<file path="src/hdl/fmmn_pkg.sv">
// Shared constants and controller/datapath interface types for the frame normalizer.
package fmmn_pkg;

   // Meaning of the one-bit word kind carried on tuser of the request channel.
   localparam logic KIND_LOAD = 1'b0;
   localparam logic KIND_REQ  = 1'b1;

   // Width of the normalized result and number of divider iterations.
   localparam int QUOT_BITS = 16;
   localparam int STEP_W    = $clog2(QUOT_BITS);

   typedef struct packed {
      logic load;      // store a sample word
      logic start;     // latch a read request and read the frame store
      logic fetch;     // form the scaled numerator and seed the divider
      logic step;      // one restoring division step
      logic out_load;  // move the finished result into the output register
   } cmd_type;

   typedef struct packed {
      logic out_free;  // output register can take a result this cycle
   } sts_type;

endpackage

</file>
<file path="src/hdl/fmmn_ctrl.sv">
// Controller state machine that sequences loads, reads and the divider.
module fmmn_ctrl
   import fmmn_pkg::*;
(
   input  logic    clock,
   input  logic    reset,
   input  logic    req_tvalid,
   input  logic    req_kind,
   output logic    req_tready,
   input  sts_type sts,
   output cmd_type cmd
);

   localparam logic [1:0] S_IDLE  = 2'd0;
   localparam logic [1:0] S_FETCH = 2'd1;
   localparam logic [1:0] S_DIV   = 2'd2;
   localparam logic [1:0] S_DONE  = 2'd3;

   logic [1:0]        state_ff, state_in;
   logic [STEP_W-1:0] step_ff, step_in;
   logic              accept;

   assign req_tready = (state_ff == S_IDLE);
   assign accept     = req_tvalid && req_tready;

   always_comb begin
      state_in     = state_ff;
      step_in      = step_ff;
      cmd          = '0;
      cmd.load     = accept && (req_kind == KIND_LOAD);
      cmd.start    = accept && (req_kind == KIND_REQ);
      unique case (state_ff)
         S_IDLE: begin
            if (cmd.start) begin
               state_in = S_FETCH;
            end
         end
         S_FETCH: begin
            cmd.fetch = 1'b1;
            step_in   = '0;
            state_in  = S_DIV;
         end
         S_DIV: begin
            cmd.step = 1'b1;
            step_in  = step_ff + STEP_W'(1);
            if (step_ff == STEP_W'(QUOT_BITS - 1)) begin
               state_in = S_DONE;
            end
         end
         S_DONE: begin
            if (sts.out_free) begin
               cmd.out_load = 1'b1;
               state_in     = S_IDLE;
            end
         end
         default: begin
            state_in = S_IDLE;
         end
      endcase
   end

   always_ff @(posedge clock) begin
      if (reset) begin
         state_ff <= S_IDLE;
         step_ff  <= '0;
      end else begin
         state_ff <= state_in;
         step_ff  <= step_in;
      end
   end

endmodule

</file>
<file path="config.mk">
export PLATFORM = sky130hd
export DESIGN_NAME = fmmn_ctrl
export DESIGN_NICKNAME = d
export VERILOG_FILES = /design/src/hdl/fmmn_pkg.sv /design/src/hdl/fmmn_ctrl.sv
export SDC_FILE = /design/constraint.sdc
export NUM_CORES = 1
export LEC_CHECK = 0
export BUFFER_PORTS_ARGS = -buffer_cell sky130_fd_sc_hd__buf_4
export CAP_MARGIN = 20
export CORE_AREA = 2 2 39 41
export CTS_CLUSTER_DIAMETER = 40
export DETAILED_ROUTE_END_ITERATION = 6
export DIE_AREA = 0 0 41 43
export GPL_TIMING_DRIVEN = 0
export HOLD_SLACK_MARGIN = 0.03
export SLEW_MARGIN = 20
export SYNTH_ARGS = -nofsm -noshare
export SYNTH_HDL_FRONTEND = slang
export SYNTH_SLANG_ARGS = --single-unit
</file>
<file path="constraint.sdc">
create_clock -name clock -period 1.6 [get_ports clock]
set_input_delay 0.32 -clock clock [delete_from_list [all_inputs] [get_ports clock]]
set_output_delay 0.32 -clock clock [all_outputs]
set_load 0.005 [all_outputs]
</file>
==> results.toml <==
[status]
status = "completed"

[hold_path]
hold_depth = 2
holdCritPathClass = "in2reg"
hp-start = "reset"
hold-path-endpoint = "step_ff[2]"

[power_and_ir_drop]
power_density_mw_per_mm2 = 1490
power.leakage_nw = 0.216
total_power_mw = 0.740
ir_drop_mv = 0.634

[sta]
rsz0062_at_grt = "false"
whs_ps = 299
worst_pin_slew_ps = 209
post-route-period-util_pct = 92.5
max_slew_margin_pct = 86.0
post-route-worst-setup-slack_ps = 119
hold_viol_final = 0
fin_tns_setup_ps = 0
timing.fmax_mhz = 675
skew_ps = 3.16
finalSetupViolations = 0
slew_viol_final = 0
finalCriticalPeriod_ps = 1480

[logic_synthesis]
netlist_area_um2 = 377
synthCells = 44
ys_seq_area_share_pct = 31.9
syn-num-nets = 54
syn_area_per_cell_um2 = 8.56
synth_cell_types = 20
ys_ff_latch = 6
yosysTopAreaCellShare_pct = 31.9
synth_top_cell_by_area = "dfxtp_1"
ys_warn_count = 0
synthTopCellsByArea = "dfxtp_1 32%, ha_1 17%, a21oi_1 5.3%, nand3_1 5.3%, inv_1 4.0%"

[floorplan]
num_rows = 14
fp.dieH_um = 43
dieArea_mm2 = 0.00176
start_util_pct = 27.2
ioPinCount = 11
core_mm2 = 0.00138
chipWidth_um = 41

[setup_path]
r2r-end = "state_ff[0]"
rr_startpoint = "state_ff[0]"
path_max_fanout = 5
worst_setup_path_end_kind = "primary output"
r2r_slack_ps = 150
crit_arrival_ps = 1160
path_class = "reg2out"
ff2ff_path_depth = 5
required_ps = 1280
startpoint_type = "register"

[routing]
drc = 0
wl_um = 675
highest-signal-layer = "met3"
dr_wl_met2_um = 282
wl_met3_um = 52
first_pass_iters = 4
wl_met1_um = 340
vias = 327
wl_per_cell_um = 9.25
first_iter_violations = 7
ant_nets = 0
routed_via_density = 4.48

[cells_and_area]
final_core_util_pct = 35.9
final_cells = 73
final_common_cell = "buf_4"
layout-drive-gt1-share_pct = 28.1
area_growth_syn_to_layout_pct = 31.9
layout_common_cells = "10 x buf_4, 6 x dfxtp_1"
antenna_cells = 0
final_area_um2 = 497
nFillCells = 148
finalNetCount = 69

[place]
dp_hpwl_um = 527
dpl-instance-area_um2 = 472
port_buffers = 10
place_ws_ps = 148
dp_cells = 70
place_congestion = 0.664

[cts]
cts_tree = "yes"
clk_pin_slew_ps = 40
cts.sinks = 6
clock_latency_ps = 240
post_cts_buffers = 0
numCtsBuffers = 3
cts_buffer_depth = 2
root_buffer = "clkbuf_4"
htree_num_levels = 1

[global_routing]
antenna_found_initial = 0
overflow = 0
grt_max_degree = 9
grt_pass1_vias = 251
grt_usage_pct = 8.15
grt_pass1_wl_um = 945

[run]
maxCapViolCount = 0
==> repair_timing <==
action / CTS / global route
endpoints found under the setup margin: 0 / 1
hold buffers: 0 / 0
resized for setup: 0 / 1
==> final cells by class <==
type / count / area [µm²] / share of cell area [%]
clock buffer: 3 / 22.5 / 4.53
inverter: 4 / 15.0 / 3.02
timing repair buffer: 10 / 75.1 / 15.1
sequential: 6 / 120 / 24.2
multi-input combinational: 33 / 233 / 46.9
tap: 16 / 20.0 / 4.03
buffer: 1 / 11.3 / 2.27
==> where the power goes <==
group / internal [mW] / switching [mW]
registers: 0.176 / 0.0221
clock network: 0.0846 / 0.0507
logic: 0.205 / 0.201
total: 0.466 / 0.274
==> worst max-delay path, stage by stage, from the launching register on <==
cell and delay (ps):
dfxtp_1 370, inv_1 80, ha_2 200, and3_1 140
buf_4 130
==> metal layers <==
metal	global-route usage [%]	vias up
met5	0	-
met2	10.3	11
met3	0	0
li1	-	181
met1	10.7	135
met4	10.0	0
==> logic make-up (layout without fill, tap and decap cells) <==
| kind of cell | Yosys count | count (layout) | synth area share (%) |
|---|---|---|---|
| AOI/OAI and AO/OA | 8 | 8 | 14.9 |
| adders and majority gates | 5 | 5 | 16.6 |
| buffers and inverters | 5 | 18 | 6.98 |
| DFF | 6 | 6 | 31.9 |
| muxes | 1 | 1 | 2.66 |
| and+or+nand+nor | 19 | 19 | 26.9 |
==> registers in the layout, indices dropped and copies added, names as in the netlist <==
register  flops
step_ff       4
state_ff      2
==> synth_stat cells <==
cell type  instances
nor2b_1            2
a211oi_2           1
nor3_1             1
and3_1             1
nor2_1             2
nand2_1            4
a221o_1            1
and2_1             1
nand3b_1           1
nand2b_1           2
mux2i_1            1
dfxtp_1            6
a21oi_1            4
o21ai_1            1
inv_1              4
o32ai_1            1
nand3_1            4
ha_1               5
nand4b_1           1
buf_6              1
==> worst max path at each step <==
stage	startpoint	to	slack [ps]	cells past startpoint
after floorplan	state_ff[0]	state_ff[0]	210	5
after CTS	state_ff[0]	cmd[3]	60	4
final	state_ff[1]	cmd[3]	120	4
after detailed placement	state_ff[0]	state_ff[0]	150	5
after global routing	state_ff[0]	state_ff[0]	40	5
after global placement	state_ff[0]	state_ff[0]	140	5
No activity file was read; power rests on OpenSTA's default activity.
